==> src/rtl/core/ppg_pkg.sv <==
// shared types and constants of the perspective point to grid cell block
package ppg_pkg;

   localparam int GRID_ROWS = 4;
   localparam int GRID_COLS = 10;

   localparam int NUM_REGS  = 8;
   localparam int CSR_IDX_W = 4;
   localparam int COEF_W    = 32;
   localparam int POS_W     = 12;
   localparam int IDX_W     = 8;
   localparam int PROD_W    = COEF_W + POS_W;
   localparam int NUM_W     = PROD_W + 2;
   localparam int MAG_W     = NUM_W;
   localparam int QUO_W     = IDX_W;
   localparam int DEN_SH_W  = MAG_W + QUO_W - 1;
   localparam int DIV_STEPS = QUO_W;

   // 1.0 in Q8.24
   localparam int ONE_Q24   = 1 << 24;

   localparam int NEG_LIMIT = 1 << (IDX_W - 1);
   localparam int POS_LIMIT = NEG_LIMIT - 1;

   typedef logic signed [COEF_W-1:0] coef_word_type;
   typedef logic signed [PROD_W-1:0] prod_type;
   typedef logic signed [NUM_W-1:0]  num_type;
   typedef logic [MAG_W-1:0]         mag_type;
   typedef logic [DEN_SH_W-1:0]      den_sh_type;
   typedef logic [QUO_W-1:0]         quo_type;
   typedef logic [QUO_W:0]           quo_up_type;
   typedef logic signed [IDX_W-1:0]  index_type;

   typedef enum logic [CSR_IDX_W-1:0] {
      REG_COL_COEF_X = 4'd0,
      REG_COL_COEF_Y = 4'd1,
      REG_COL_OFFSET = 4'd2,
      REG_ROW_COEF_X = 4'd3,
      REG_ROW_COEF_Y = 4'd4,
      REG_ROW_OFFSET = 4'd5,
      REG_DEN_COEF_X = 4'd6,
      REG_DEN_COEF_Y = 4'd7
   } reg_idx_type;

   typedef struct packed {
      logic signed [POS_W-1:0] pos_x;
      logic signed [POS_W-1:0] pos_y;
   } req_type;

   typedef struct packed {
      index_type row_index;
      index_type col_index;
      logic      in_grid;
      logic      zero_denominator;
   } rsp_type;

   typedef struct packed {
      coef_word_type col_coef_x;
      coef_word_type col_coef_y;
      coef_word_type col_offset;
      coef_word_type row_coef_x;
      coef_word_type row_coef_y;
      coef_word_type row_offset;
      coef_word_type den_coef_x;
      coef_word_type den_coef_y;
   } coef_type;

   typedef struct packed {
      num_type col_num;
      num_type row_num;
      num_type den_num;
   } sum_type;

   typedef struct packed {
      mag_type rem;
      quo_type quo;
      logic    neg;
      logic    sat;
   } lane_type;

   typedef struct packed {
      lane_type   col;
      lane_type   row;
      den_sh_type den_sh;
      logic       zero;
   } div_type;

endpackage

==> src/rtl/core/ppg_prep.sv <==
// magnitudes, signs, zero and saturation detect ahead of the divider, two stages
module ppg_prep (
   input  logic             clock,
   input  logic             reset,
   input  logic             advance,
   input  logic             in_valid,
   input  ppg_pkg::sum_type in_sum,
   output logic             out_valid,
   output ppg_pkg::div_type out_item
);

   logic             s3_valid_ff;
   logic             s4_valid_ff;
   ppg_pkg::mag_type col_mag_ff, row_mag_ff, den_mag_ff;
   ppg_pkg::mag_type col_mag_in, row_mag_in, den_mag_in;
   logic             col_neg_ff, row_neg_ff, zero_ff;
   logic             col_neg_in, row_neg_in, zero_in;
   ppg_pkg::div_type item_ff;
   ppg_pkg::div_type item_in;

   function automatic ppg_pkg::mag_type magnitude(ppg_pkg::num_type v);
      ppg_pkg::num_type n;
      n = -v;
      return v[ppg_pkg::NUM_W-1] ? ppg_pkg::mag_type'(n) : ppg_pkg::mag_type'(v);
   endfunction

   // quotient of 2^QUO_W or more always saturates
   function automatic logic too_big(ppg_pkg::mag_type num, ppg_pkg::mag_type den);
      return {{ppg_pkg::QUO_W{1'b0}}, num} >= {den, {ppg_pkg::QUO_W{1'b0}}};
   endfunction

   always_comb begin
      col_mag_in = magnitude(in_sum.col_num);
      row_mag_in = magnitude(in_sum.row_num);
      den_mag_in = magnitude(in_sum.den_num);
      col_neg_in = in_sum.col_num[ppg_pkg::NUM_W-1] ^ in_sum.den_num[ppg_pkg::NUM_W-1];
      row_neg_in = in_sum.row_num[ppg_pkg::NUM_W-1] ^ in_sum.den_num[ppg_pkg::NUM_W-1];
      zero_in    = (in_sum.den_num == '0);
   end

   always_comb begin
      item_in.col.rem = col_mag_ff;
      item_in.col.quo = '0;
      item_in.col.neg = col_neg_ff;
      item_in.col.sat = too_big(col_mag_ff, den_mag_ff);
      item_in.row.rem = row_mag_ff;
      item_in.row.quo = '0;
      item_in.row.neg = row_neg_ff;
      item_in.row.sat = too_big(row_mag_ff, den_mag_ff);
      item_in.den_sh  = {den_mag_ff, {(ppg_pkg::QUO_W-1){1'b0}}};
      item_in.zero    = zero_ff;
   end

   always_ff @(posedge clock) begin
      if (reset) begin
         s3_valid_ff <= 1'b0;
         s4_valid_ff <= 1'b0;
      end else if (advance) begin
         s3_valid_ff <= in_valid;
         s4_valid_ff <= s3_valid_ff;
      end
   end

   always_ff @(posedge clock) begin
      if (advance) begin
         col_mag_ff <= col_mag_in;
         row_mag_ff <= row_mag_in;
         den_mag_ff <= den_mag_in;
         col_neg_ff <= col_neg_in;
         row_neg_ff <= row_neg_in;
         zero_ff    <= zero_in;
         item_ff    <= item_in;
      end
   end

   assign out_valid = s4_valid_ff;
   assign out_item  = item_ff;

endmodule

==> config.mk <==
export PLATFORM = sky130hd
export DESIGN_NAME = ppg_prep
export DESIGN_NICKNAME = d
export VERILOG_FILES = /design/src/rtl/core/ppg_pkg.sv /design/src/rtl/core/ppg_prep.sv
export SDC_FILE = /design/constraint.sdc
export NUM_CORES = 1
export LEC_CHECK = 0
export ABC_AREA = 1
export CAP_MARGIN = 20
export CORE_MARGIN = 5
export CORE_UTILIZATION = 52
export CTS_BUF_LIST = sky130_fd_sc_hd__clkbuf_16
export DETAILED_ROUTE_END_ITERATION = 6
export DONT_BUFFER_PORTS = 1
export PLACE_DENSITY_LB_ADDON = 0.25
export SYNTH_ARGS = -nofsm -noshare
export SYNTH_HDL_FRONTEND = slang
export SYNTH_SLANG_ARGS = --single-unit
==> constraint.sdc <==
create_clock -name clock -period 1.7 [get_ports clock]
set_input_delay 0.085 -clock clock [delete_from_list [all_inputs] [get_ports clock]]
set_output_delay 0.085 -clock clock [all_outputs]
set_load 0.01 [all_outputs]
# After elaboration in Yosys (flattened, before gate mapping)
# Cells that the tools add are included.
[totals]
reg_bits = 286
latch_bits = 0
mem_bits_rw = 0
rom_bits = 0
inputBits = 142
out_inout_bits = 167
elab_cells = 30
n_memories = 0
[classes]
add_sub_neg = 3
n_mul = 0
div_mod_pow = 0
magnitude_cmp = 2
n_eq_ne = 0
shifts = 0
muxes = 3
bitwise_logic = 2
n_reduce_logical = 1
[op_table]
columns = ["cell", "count"]
rows = [
  ["$neg 46->46", 3],
  ["$mux 45", 3],
  ["$ge 46x54->1", 2],
  ["$logic_not 46->1", 1],
  ["$xor 1x1->1", 2],
]

# Logic depth before layout (Yosys ltp)
# Gate-level depths: netlist (run 1).
[depth]
depth_word = 2
depth_mapped = 12

# Least setup slack after synthesis (run 1)
# No wires, ideal clock.
[synth_timing]
path_kind = "reg-to-reg"
start = "register col_mag_ff[13]"
end = "register item_ff (netlist bit out_item[110]), data pin"
setup_ns = 0.261
arrival_time_ns = 1.198
required_ns = 1.439
setup_slack_ns = 0.241
stages_incl_launch_ff = 12
path_buffers = 0
synth_period_minus_slack_ns = 1.459
cell_sequence = "edfxtp_1 -> ha_1 -> nand2_1 -> inv_1 -> nand2_1 -> nor2_1 -> nand3_1 -> nand2_1 -> nor2_1 -> nand2_1 -> nand2_1 -> nand3_1"
[synth_lines]
columns = ["element", "line", "rtl"]
rows = [
  ["from (decl)", "ppg_prep.sv:14", "ppg_pkg::mag_type col_mag_ff, row_mag_ff, den_mag_ff;"],
  ["from (signal assigned)", "ppg_prep.sv:66", "col_mag_ff <= col_mag_in;"],
  ["to (signal assigned)", "ppg_prep.sv:72", "item_ff <= item_in;"],
  ["to (decl)", "ppg_prep.sv:18", "ppg_pkg::div_type item_ff;"],
]

==> reports/summary.log, run 1 <==
INFO  clock_network  worstSkewPairLatency=550ps
INFO  timing         hold_viol_final=200
INFO  timing         final_setup_slack_of_the_worst_path=-78.4ps
INFO  setup_path     critical_path_arrival=2090ps
INFO  cells_and_area finish.net_count=1989
INFO  floorplanning  ioPinCount=309
INFO  drt            wl_met2=22400um
INFO  setup_path     setup.worst_path.end_class=flip-flop
INFO  status         failed_checks=negative hold slack, negative setup slack
INFO  synth          synth_top_flop_cell=edfxtp_1
INFO  timing         tightestPinTransition=554ps
INFO  setup_path     timing_worst_setup_path_type=reg2reg
INFO  timing         setup_viol_count_final=4
INFO  drt            detailedRoute.firstIterationViolations=1017
INFO  synth          sequential_share_of_the_synthesized_area=0.565
INFO  clock_network  clk_root_buffer_cell=clkbuf_16
INFO  synth          synth-async-reset-ratio=0
INFO  timing         pins_over_slew_limit=0
INFO  setup_path     critical_path_required_time=2010ps
INFO  cells_and_area most-common-layout-cells=nand2_1 (318), edfxtp_1 (284), inv_1 (181), dlygate4sd3_1 (154), nor2_1 (145)
INFO  timing         layout_min_cycle_time=1780ps
INFO  timing         post-route-period-util=1.05
INFO  power_and_ir_drop vdd_ir_drop_max=0.000778V
INFO  drt            route.top_layer_used=met4
INFO  timing         final.hold.worst_slack=-354ps
INFO  timing         relSlewSlack=0.627
INFO  drt            ant_nets=0
INFO  clock_network  worst_setup_hold_path_clk_slew=60ps
INFO  status         run_status=finished, violations left
INFO  clock_network  cts_htree_levels=1
INFO  setup_path     critical_path_peak_fanout=3
INFO  synth          synth.avg_cell_area=9.95um2
INFO  drt            wl_met1=18200um
INFO  synth          synth_edf_count=284
INFO  cells_and_area ratio_of_cells_with_drive_above_1_in_the_final_layout=0.132
INFO  setup_path     slowest_library_cell_on_the_worst_path=edfxtp_1
INFO  cells_and_area synthToLayoutAreaGrowth=25.6%
INFO  floorplanning  placement_rows=62
INFO  setup_path     critical_path_cell_by_cell=inv_2 -> ha_4 -> nand2_2 -> nand2_1 -> nand3_2 -> nand3_1 -> nand2_1 -> nand4_1 -> nand2_1 -> nand3_1
INFO  min_path       min_path_type=in2reg
INFO  timing         max_freq=562MHz
INFO  drt            vias=12000
INFO  setup_path     critPathLaunchType=flip-flop
INFO  drt            drtPass1Iterations=5
INFO  cells_and_area fillerInstances=2231
INFO  run            max-cap-violations=0
INFO  floorplanning  design.die.area=32700um2
INFO  floorplanning  floorplan.die.width=181um
INFO  drt            drt_drc_violations_left=0
INFO  synth          synthCells=1525
INFO  floorplanning  die-height=181um
INFO  placed_design  gp_congestion=0.936
INFO  synth          synthesis.area=15200um2
INFO  global_route   grt_start_max_net_pins=288
INFO  timing         skew=7.34ps
INFO  power_and_ir_drop static-leakage-power=8.04nW
INFO  placed_design  place_hpwl=32200um
INFO  setup_path     largest_stage_delay_on_the_critical_path=430ps
INFO  cells_and_area postLayoutCoreUtil=0.663
INFO  global_route   grt_first_pass_wirelength=68300um
INFO  floorplanning  core_area=28800um2
INFO  timing         grt_setup_unrepaired=yes
INFO  synth          synth.yosys.warnings=0
INFO  clock_network  cts_buffer_depth=3
INFO  cells_and_area finalInstanceArea=19100um2
INFO  placed_design  placed_area=15800um2
INFO  synth          synth.ff_latch_count=286
INFO  setup_path     worstPathBufferInverterCount=1
INFO  clock_network  numCtsBuffers=31
INFO  drt            wl_met3=4510um
INFO  clock_network  clock_sink_count=286
INFO  power_and_ir_drop pwr_per_cell_area=983nW/um2
INFO  floorplanning  floorplan.initialDensity=0.527
INFO  global_route   global_route.overflow_total=0
INFO  clock_network  cts_tree=yes
INFO  global_route   number_of_global_route_vias_before_repair=11700
INFO  synth          post_synth_num_cell_types=46
INFO  setup_path     timing.critical_path.max_delay_family=simple AND/OR/NAND/NOR gates
INFO  global_route   grt_use_total=0.268
INFO  global_route   antenna_found_initial=1
INFO  placed_design  number_of_buffers_inserted_by_port_buffering=0
INFO  drt            drt_wl_total=46500um
INFO  drt            routed_via_density=5.52
INFO  drt            routedWlPerCell=21.4um
INFO  setup_path     crit_top_cell=nand2_1
INFO  cells_and_area most_frequent_standard_cell_in_the_layout_excluding_fill_and_tap_cells=nand2_1
## cell type report
cell class,count,area (um2),share of cell area
clock buffers,31,776,0.0407
clock inverters,27,299,0.0157
multi-input cells,1019,5980,0.313
flip-flops and latches,286,8570,0.449
well taps,384,480,0.0252
inverters,201,759,0.0398
repair buffers,229,2200,0.116
diodes,1,2.50,0.000131
## timing repair
action | in CTS | in global routing
hold buffers | 162 | 1
gates cloned | 0 | 1
setup buffers | 7 | 15
endpoints found under the hold margin | 427 | 285
resized for setup | 26 | 67
endpoints found under the setup margin | 2 | 30
pin swaps | 9 | 35
## Yosys cell counts, types with 3 or more instances
library cell | n | area [um2]
buf_2 | 9 | 45.0
o21ai_4 | 4 | 65.1
xnor2_1 | 8 | 70.1
buf_4 | 23 | 173
ha_1 | 79 | 988
o21bai_1 | 3 | 22.5
o21ai_0 | 41 | 205
nand2_2 | 9 | 56.3
a21oi_1 | 34 | 170
buf_6 | 3 | 33.8
edfxtp_1 | 284 | 8530
xor2_1 | 74 | 648
nor2_1 | 152 | 571
nand4_1 | 50 | 313
o31ai_1 | 3 | 22.5
or2_2 | 4 | 25.0
o21ai_1 | 7 | 35.0
nand3_2 | 5 | 50.1
inv_2 | 4 | 15.0
nand3b_1 | 3 | 22.5
clkbuf_1 | 5 | 18.8
nor3_1 | 20 | 100
nand3_1 | 124 | 621
nand2_1 | 338 | 1270
inv_1 | 196 | 736
nor2_4 | 4 | 45.0
nor2_2 | 12 | 75.1
or2_1 | 3 | 18.8
## where the power goes
group | switching (mW) | total (mW) | internal, mW
Sequential | 0.552 | 9.12 | 8.57
Clock | 2.73 | 7.08 | 4.35
Combinational | 1.41 | 2.54 | 1.13
Total | 4.70 | 18.7 | 14.0
## cell families (layout without fill, tap and decap cells)
family,Yosys count,after routing,synth area share
AOI/OAI and AO/OA,101,101,0.0398
xor gates and xnor gates,82,82,0.0473
adders and majority gates,79,79,0.0651
buffers and inverters,242,488,0.0685
DFF,286,286,0.565
other,1,24,0.000247
and+or+nand+nor,734,734,0.214
## through the flow
| stage | setup slack, ps | instances | setup TNS (ps) | total power [mW] | hold slack, ps |
|---|---|---|---|---|---|
| finish | -78.4 | 2178 | -194 | 18.7 | -354 |
| global route | -126 | 2178 | -405 | 19.5 | -382 |
| CTS | -44.2 | 2161 | -98.2 | 18.6 | -342 |
| detailed placement | -174 | 1934 | -308 | 11.0 | 157 |
| global placement | -80.4 | 1934 | -156 | 10.9 | 155 |
| floorplan | 241 | 1547 | 0 | 10.3 | 154 |
## metal layers
| metal | GRT usage | vias to the layer above |
|---|---|---|
| li1 | - | 5587 |
| met1 | 0.345 | 5695 |
| met2 | 0.457 | 621 |
| met3 | 0.0686 | 110 |
| met4 | 0.0647 | 0 |
| met5 | 0 | - |
## sequential cells by signal (all words and copies together) (netlist names)
name         cells
out_item       143
col_mag_ff      46
den_mag_ff      46
row_mag_ff      46
col_neg_ff       1
out_valid        1
row_neg_ff       1
s3_valid_ff      1
zero_ff          1
## worst reg2reg max path, cell delays in order, from the launching register on
cell,delay [ps]
edfxtp_1,430
inv_2,120
ha_4,220
nand2_2,60
nand2_1,70
nand3_2,60
nand3_1,90
nand2_1,70
nand4_1,220
nand2_1,130
nand3_1,60
## final timing paths
| kind | endpoint | cells past startpoint | slack, ps | startpoint |
|---|---|---|---|---|
| setup / recovery | out_item[54] | 10 | -80 | den_mag_ff[3] |
| hold / removal | row_mag_ff[42] | 0 | -350 | advance |
| setup reg to reg | out_item[54] | 10 | -80 | den_mag_ff[3] |
| hold reg to reg | out_item[111] | 0 | 420 | col_neg_ff |
(Power assumes the default switching activity.)
==> run 2: changes to the inputs <==
- MAX_ROUTING_LAYER: unset -> met4
==> reports/summary.log, run 2 (same netlist as run 1, synthesis figures left out) <==
INFO  timing         hold_viol_final=86
INFO  clock_network  cts_tree=yes
INFO  global_route   grt_first_pass_wirelength=68100um
INFO  global_route   grt_use_total=0.276
INFO  power_and_ir_drop internal_power=13.3mW
INFO  timing         post-route-period-util=1.07
INFO  power_and_ir_drop pwr-share-clk=0.355
INFO  setup_path     critical_path.reg2reg.endpoint=out_item[54]
INFO  min_path       hold_end=row_mag_ff[38]
INFO  floorplanning  floorplan.initialDensity=0.527
INFO  clock_network  clock_sink_count=286
INFO  setup_path     crit_top_cell=nand2_1
INFO  power_and_ir_drop finalPower=18.0mW
INFO  clock_network  clk_root_buffer_cell=clkbuf_16
INFO  setup_path     critical_path_cell_by_cell=ha_1 -> nand2_1 -> inv_1 -> nand2_1 -> nor2_1 -> nand3_1 -> nand4_1 -> nand2_1 -> nand3_1
INFO  floorplanning  core_area=28800um2
INFO  floorplanning  design.die.area=32700um2
INFO  min_path       min_path_type=in2reg
INFO  setup_path     critical_path_required_time=2010ps
INFO  global_route   grtUsageMet1=0.348
INFO  setup_path     critical_path_peak_fanout=3
INFO  placed_design  placed_area=15800um2
INFO  global_route   gr-max-usage-layer=met2
INFO  global_route   grt_start_max_net_pins=288
INFO  power_and_ir_drop static-leakage-power=7.94nW
INFO  global_route   antenna_found_initial=2
INFO  global_route   groute.layer.met2.usage=0.446
INFO  status         failed_checks=negative hold slack, negative setup slack
INFO  setup_path     timing_worst_setup_path_type=reg2reg
INFO  power_and_ir_drop pwr_per_cell_area=954nW/um2
INFO  setup_path     critical_path_arrival=2140ps
INFO  cells_and_area most_frequent_standard_cell_in_the_layout_excluding_fill_and_tap_cells=nand2_1
INFO  setup_path     timing.critical_path.max_delay_family=simple AND/OR/NAND/NOR gates
INFO  setup_path     setup.worst_path.end_class=flip-flop
INFO  drt            drt_wl_total=46000um
INFO  placed_design  place_hpwl=32700um
INFO  placed_design  gp_congestion=0.962
INFO  setup_path     worstReg2RegStart=den_mag_ff[0]
INFO  timing         layout_min_cycle_time=1830ps
INFO  timing         tightestPinTransition=954ps
INFO  timing         grt_setup_unrepaired=yes
INFO  drt            routed_via_density=5.52
INFO  clock_network  worst_setup_hold_path_clk_slew=60ps
INFO  drt            vias=12000
INFO  floorplanning  ioPinCount=309
INFO  timing         final_setup_slack_of_the_worst_path=-127ps
INFO  setup_path     largest_stage_delay_on_the_critical_path=490ps
INFO  floorplanning  placement_rows=62
INFO  setup_path     worstPathBufferInverterCount=1
INFO  cells_and_area finish.net_count=1991
INFO  cells_and_area synthToLayoutAreaGrowth=24.1%
INFO  drt            detailedRoute.firstIterationViolations=1088
INFO  setup_path     slowest_library_cell_on_the_worst_path=edfxtp_1
INFO  global_route   met3_usage_in_global_routing=0.0605
INFO  setup_path     critPathLaunchType=flip-flop
INFO  clock_network  numCtsBuffers=31
INFO  drt            routedWlPerCell=21.1um
INFO  clock_network  worstSkewPairLatency=570ps
INFO  setup_path     reg2reg_slack=-130ps
INFO  power_and_ir_drop power_switching=4.72mW
INFO  timing         pins_over_slew_limit=0
INFO  power_and_ir_drop sequentialPowerShare=0.507
INFO  drt            ant_nets=0
INFO  drt            drt_drc_violations_left=0
INFO  cells_and_area most-common-layout-cells=nand2_1 (324), edfxtp_1 (284), inv_1 (178), dlygate4sd3_1 (160), nor2_1 (147)
INFO  setup_path     rr_worst_depth=9
INFO  timing         setup_viol_count_final=2
INFO  floorplanning  die-height=181um
INFO  min_path       hold_path_depth=0
INFO  timing         final.hold.worst_slack=-356ps
INFO  floorplanning  floorplan.die.width=181um
INFO  cells_and_area finalInstanceArea=18800um2
INFO  power_and_ir_drop share_comb_of_total_power=0.138
INFO  min_path       hold_path_origin=advance
INFO  run            max-cap-violations=0
INFO  cells_and_area largest_register_ff_count=143
INFO  power_and_ir_drop power.switching_fraction=0.262
INFO  clock_network  cts_buffer_depth=3
INFO  power_and_ir_drop vdd_ir_drop_max=0.000812V
INFO  timing         skew=11.8ps
INFO  timing         max_freq=547MHz
INFO  placed_design  number_of_buffers_inserted_by_port_buffering=0
INFO  global_route   number_of_global_route_vias_before_repair=11900
INFO  setup_path     worst_setup_path_startpoint=den_mag_ff[0]
INFO  clock_network  cts_htree_levels=1
INFO  global_route   global_route.overflow_total=0
INFO  drt            drtPass1Iterations=6
INFO  cells_and_area ratio_of_cells_with_drive_above_1_in_the_final_layout=0.122
INFO  cells_and_area postLayoutCoreUtil=0.655
INFO  status         run_status=finished, violations left
INFO  timing         relSlewSlack=0.364
==> run 2: area by class of cell <==
| class | count | area [um2] |
|---|---|---|
| Multi-Input combinational cell | 1019 | 5870 |
| Timing Repair Buffer | 231 | 2220 |
| Clock buffer | 31 | 776 |
| Antenna cell | 2 | 5.00 |
| Sequential cell | 286 | 8570 |
| Fill cell | 2226 | 9940 |
| Tap cell | 384 | 480 |
| Inverter | 201 | 754 |
| Clock inverter | 24 | 173 |
==> run 2: metrics by stage <==
step	setup WS, ps	instances	TNS, ps
2_1_floorplan	241	1547	0
3_3_place_gp	-89.0	1936	-155
3_5_place_dp	-197	1936	-357
4_1_cts	-114	2169	-215
5_1_grt	-195	2178	-387
6_report	-127	2178	-233
==> run 2: worst max-delay path by stage <==
stage | slack (ps) | to | depth (start not counted)
after floorplan | 240 | out_item[110] | 11
after CTS | -110 | out_item[54] | 10
after global placement | -90 | out_item[110] | 10
after detailed placement | -200 | out_item[54] | 8
after global routing | -190 | out_item[110] | 12
final | -130 | out_item[54] | 9
==> run 2: routing by layer <==
metal	part of all wire	up-vias	wire length [um]
li1	-	5597	-
met1	0.39	5731	18000
met2	0.48	588	22100
met3	0.090	110	4160
met4	0.037	0	1710
met5	0	-	0
==> run 2: power by group through the flow <==
stage	sequential, mW	clock, mW	combinational, mW
3_5_place_dp	9.24	0	1.78
2_1_floorplan	9.01	0	1.34
6_report	9.11	6.37	2.49
4_1_cts	9.11	6.45	2.37
5_1_grt	9.16	6.74	2.76
3_3_place_gp	9.22	0	1.69
==> run 2: what timing repair did <==
action	in CTS	in global routing
pin swaps	11	21
cloned	0	0
setup endpoints to repair	2	30
endpoints found under the hold margin	427	286
resized for setup	24	44
setup buffers	12	7
hold buffers	166	2
==> run 3: changes to the inputs <==
- SETUP_SLACK_MARGIN: unset -> 0.15
==> reports/summary.log, run 3 (same netlist as run 1, synthesis figures left out) <==
INFO  status         run_status=finished, violations left
INFO  status         failed_checks=negative hold slack, negative setup slack
INFO  floorplanning  core_area=28800um2
INFO  clock_network  worst_setup_hold_path_clk_slew=60ps
INFO  cells_and_area finalInstanceArea=19000um2
INFO  clock_network  clk_root_buffer_cell=clkbuf_16
INFO  timing         skew=10.2ps
INFO  setup_path     critical_path_arrival=2130ps
INFO  clock_network  cts_tree=yes
INFO  setup_path     timing_worst_setup_path_type=reg2reg
INFO  cells_and_area most-common-layout-cells=nand2_1 (322), edfxtp_1 (284), inv_1 (183), dlygate4sd3_1 (153), nor2_1 (144)
INFO  power_and_ir_drop vdd_ir_drop_max=0.000802V
INFO  timing         final.hold.worst_slack=-334ps
INFO  timing         hold_viol_final=112
INFO  power_and_ir_drop static-leakage-power=8.00nW
INFO  floorplanning  die-height=181um
INFO  cells_and_area ratio_of_cells_with_drive_above_1_in_the_final_layout=0.133
INFO  setup_path     critical_path_peak_fanout=4
INFO  timing         tightestPinTransition=827ps
INFO  cells_and_area most_frequent_standard_cell_in_the_layout_excluding_fill_and_tap_cells=nand2_1
INFO  drt            ant_nets=0
INFO  cells_and_area synthToLayoutAreaGrowth=25.3%
INFO  drt            drt_wl_total=46500um
INFO  global_route   antenna_found_initial=3
INFO  clock_network  clock_sink_count=286
INFO  setup_path     setup.worst_path.end_class=flip-flop
INFO  floorplanning  ioPinCount=309
INFO  drt            detailedRoute.firstIterationViolations=1142
INFO  clock_network  numCtsBuffers=31
INFO  clock_network  cts_htree_levels=1
INFO  setup_path     critical_path_required_time=2010ps
INFO  drt            drt_drc_violations_left=0
INFO  timing         post-route-period-util=1.07
INFO  setup_path     timing.critical_path.max_delay_family=simple AND/OR/NAND/NOR gates
INFO  setup_path     worstPathBufferInverterCount=1
INFO  global_route   grt_start_max_net_pins=288
INFO  global_route   grt_use_total=0.276
INFO  timing         max_freq=547MHz
INFO  timing         final.setup.tns=-220ps
INFO  placed_design  place_hpwl=32700um
INFO  power_and_ir_drop pwr_per_cell_area=944nW/um2
INFO  drt            drtPass1Iterations=5
INFO  cells_and_area largest_register_ff_count=143
INFO  drt            vias=12100
INFO  global_route   grt_first_pass_wirelength=68100um
INFO  placed_design  number_of_buffers_inserted_by_port_buffering=0
INFO  cells_and_area finish.net_count=1994
INFO  clock_network  worstSkewPairLatency=560ps
INFO  run            max-cap-violations=0
INFO  setup_path     largest_stage_delay_on_the_critical_path=420ps
INFO  timing         final_setup_slack_of_the_worst_path=-127ps
INFO  min_path       min_path_type=in2reg
INFO  clock_network  cts_buffer_depth=3
INFO  placed_design  placed_area=15800um2
INFO  setup_path     slowest_library_cell_on_the_worst_path=edfxtp_1
INFO  drt            routedWlPerCell=21.3um
INFO  floorplanning  floorplan.initialDensity=0.527
INFO  drt            routed_via_density=5.53
INFO  placed_design  gp_congestion=0.962
INFO  setup_path     critPathLaunchType=flip-flop
INFO  floorplanning  design.die.area=32700um2
INFO  global_route   global_route.overflow_total=0
INFO  floorplanning  floorplan.die.width=181um
INFO  timing         pins_over_slew_limit=0
INFO  timing         grt_setup_unrepaired=yes
INFO  timing         layout_min_cycle_time=1830ps
INFO  global_route   number_of_global_route_vias_before_repair=11900
INFO  timing         relSlewSlack=0.448
INFO  floorplanning  placement_rows=62
INFO  setup_path     critical_path_cell_by_cell=inv_4 -> ha_4 -> a21oi_1 -> nand3_1 -> nand2_1 -> nand4_1 -> nand2_1 -> nand3_1
INFO  timing         setup_viol_count_final=2
run 3: cell types whose count changed in the layout (fill, tap and decap cells not counted), sizes merged:
cell          delta
dlymetal6s4s     +2
buf              +7
dlygate4sd3      -7
diode            +1
clkbuf           +1
run 3: cell type report:
| class | instances | area (um2) |
|---|---|---|
| fill | 2204 | 9770 |
| sequential | 286 | 8570 |
| multi-input combinational | 1019 | 5990 |
| timing repair buffer | 234 | 2260 |
| clock buffer | 31 | 776 |
| inverter | 201 | 757 |
| tap | 384 | 480 |
| clock inverter | 24 | 173 |
| antenna | 3 | 7.51 |
run 3: final timing paths:
path	from	end	slack, ps	cells after the start
worst min-delay path	advance	row_mag_ff[42]	-330	0
worst max register to register	den_mag_ff[5]	out_item[54]	-130	8
worst max-delay path	den_mag_ff[5]	out_item[54]	-130	8
worst min register to register	zero_ff	out_item[0]	430	0
run 3: worst reg2reg max path, stage by stage (launching register included):
cell      delay (ps)
edfxtp_1         420
inv_4            130
ha_4             230
a21oi_1          170
nand3_1          110
nand2_1           90
nand4_1          210
nand2_1          140
nand3_1           70
run 3: per-layer routing:
layer  global-route usage  part of all wire
met5                    -                 0
met4               0.0968             0.043
met3               0.0607             0.089
met2                0.443              0.48
met1                0.349              0.39
run 3: metrics by stage:
step	cells	setup slack (ps)	utilization	hold WS (ps)	power [mW]
6_report	2182	-127	0.661	-334	18.0
3_5_place_dp	1936	-197	0.549	157	11.0
5_1_grt	2182	-205	0.661	-377	18.7
2_1_floorplan	1547	241	-	154	10.3
3_3_place_gp	1936	-89.0	0.549	155	10.9
4_1_cts	2164	-114	0.646	-352	17.9
run 3: what timing repair did:
item                                    4_1_cts  5_1_grt
hold endpoints to repair                    427      286
gates cloned                                  0        1
endpoints found under the setup margin        2       70
pin swaps                                    11       31
buffers inserted                             12       14
resized for setup                            24       72
hold buffers                                161        2
run 3: power breakdown:
group	total, mW	leakage, nW	internal [mW]	switching [mW]
Combinational	2.51	4.73	1.10	1.41
Sequential	9.11	2.80	8.57	0.542
Clock	6.33	0.473	3.59	2.74
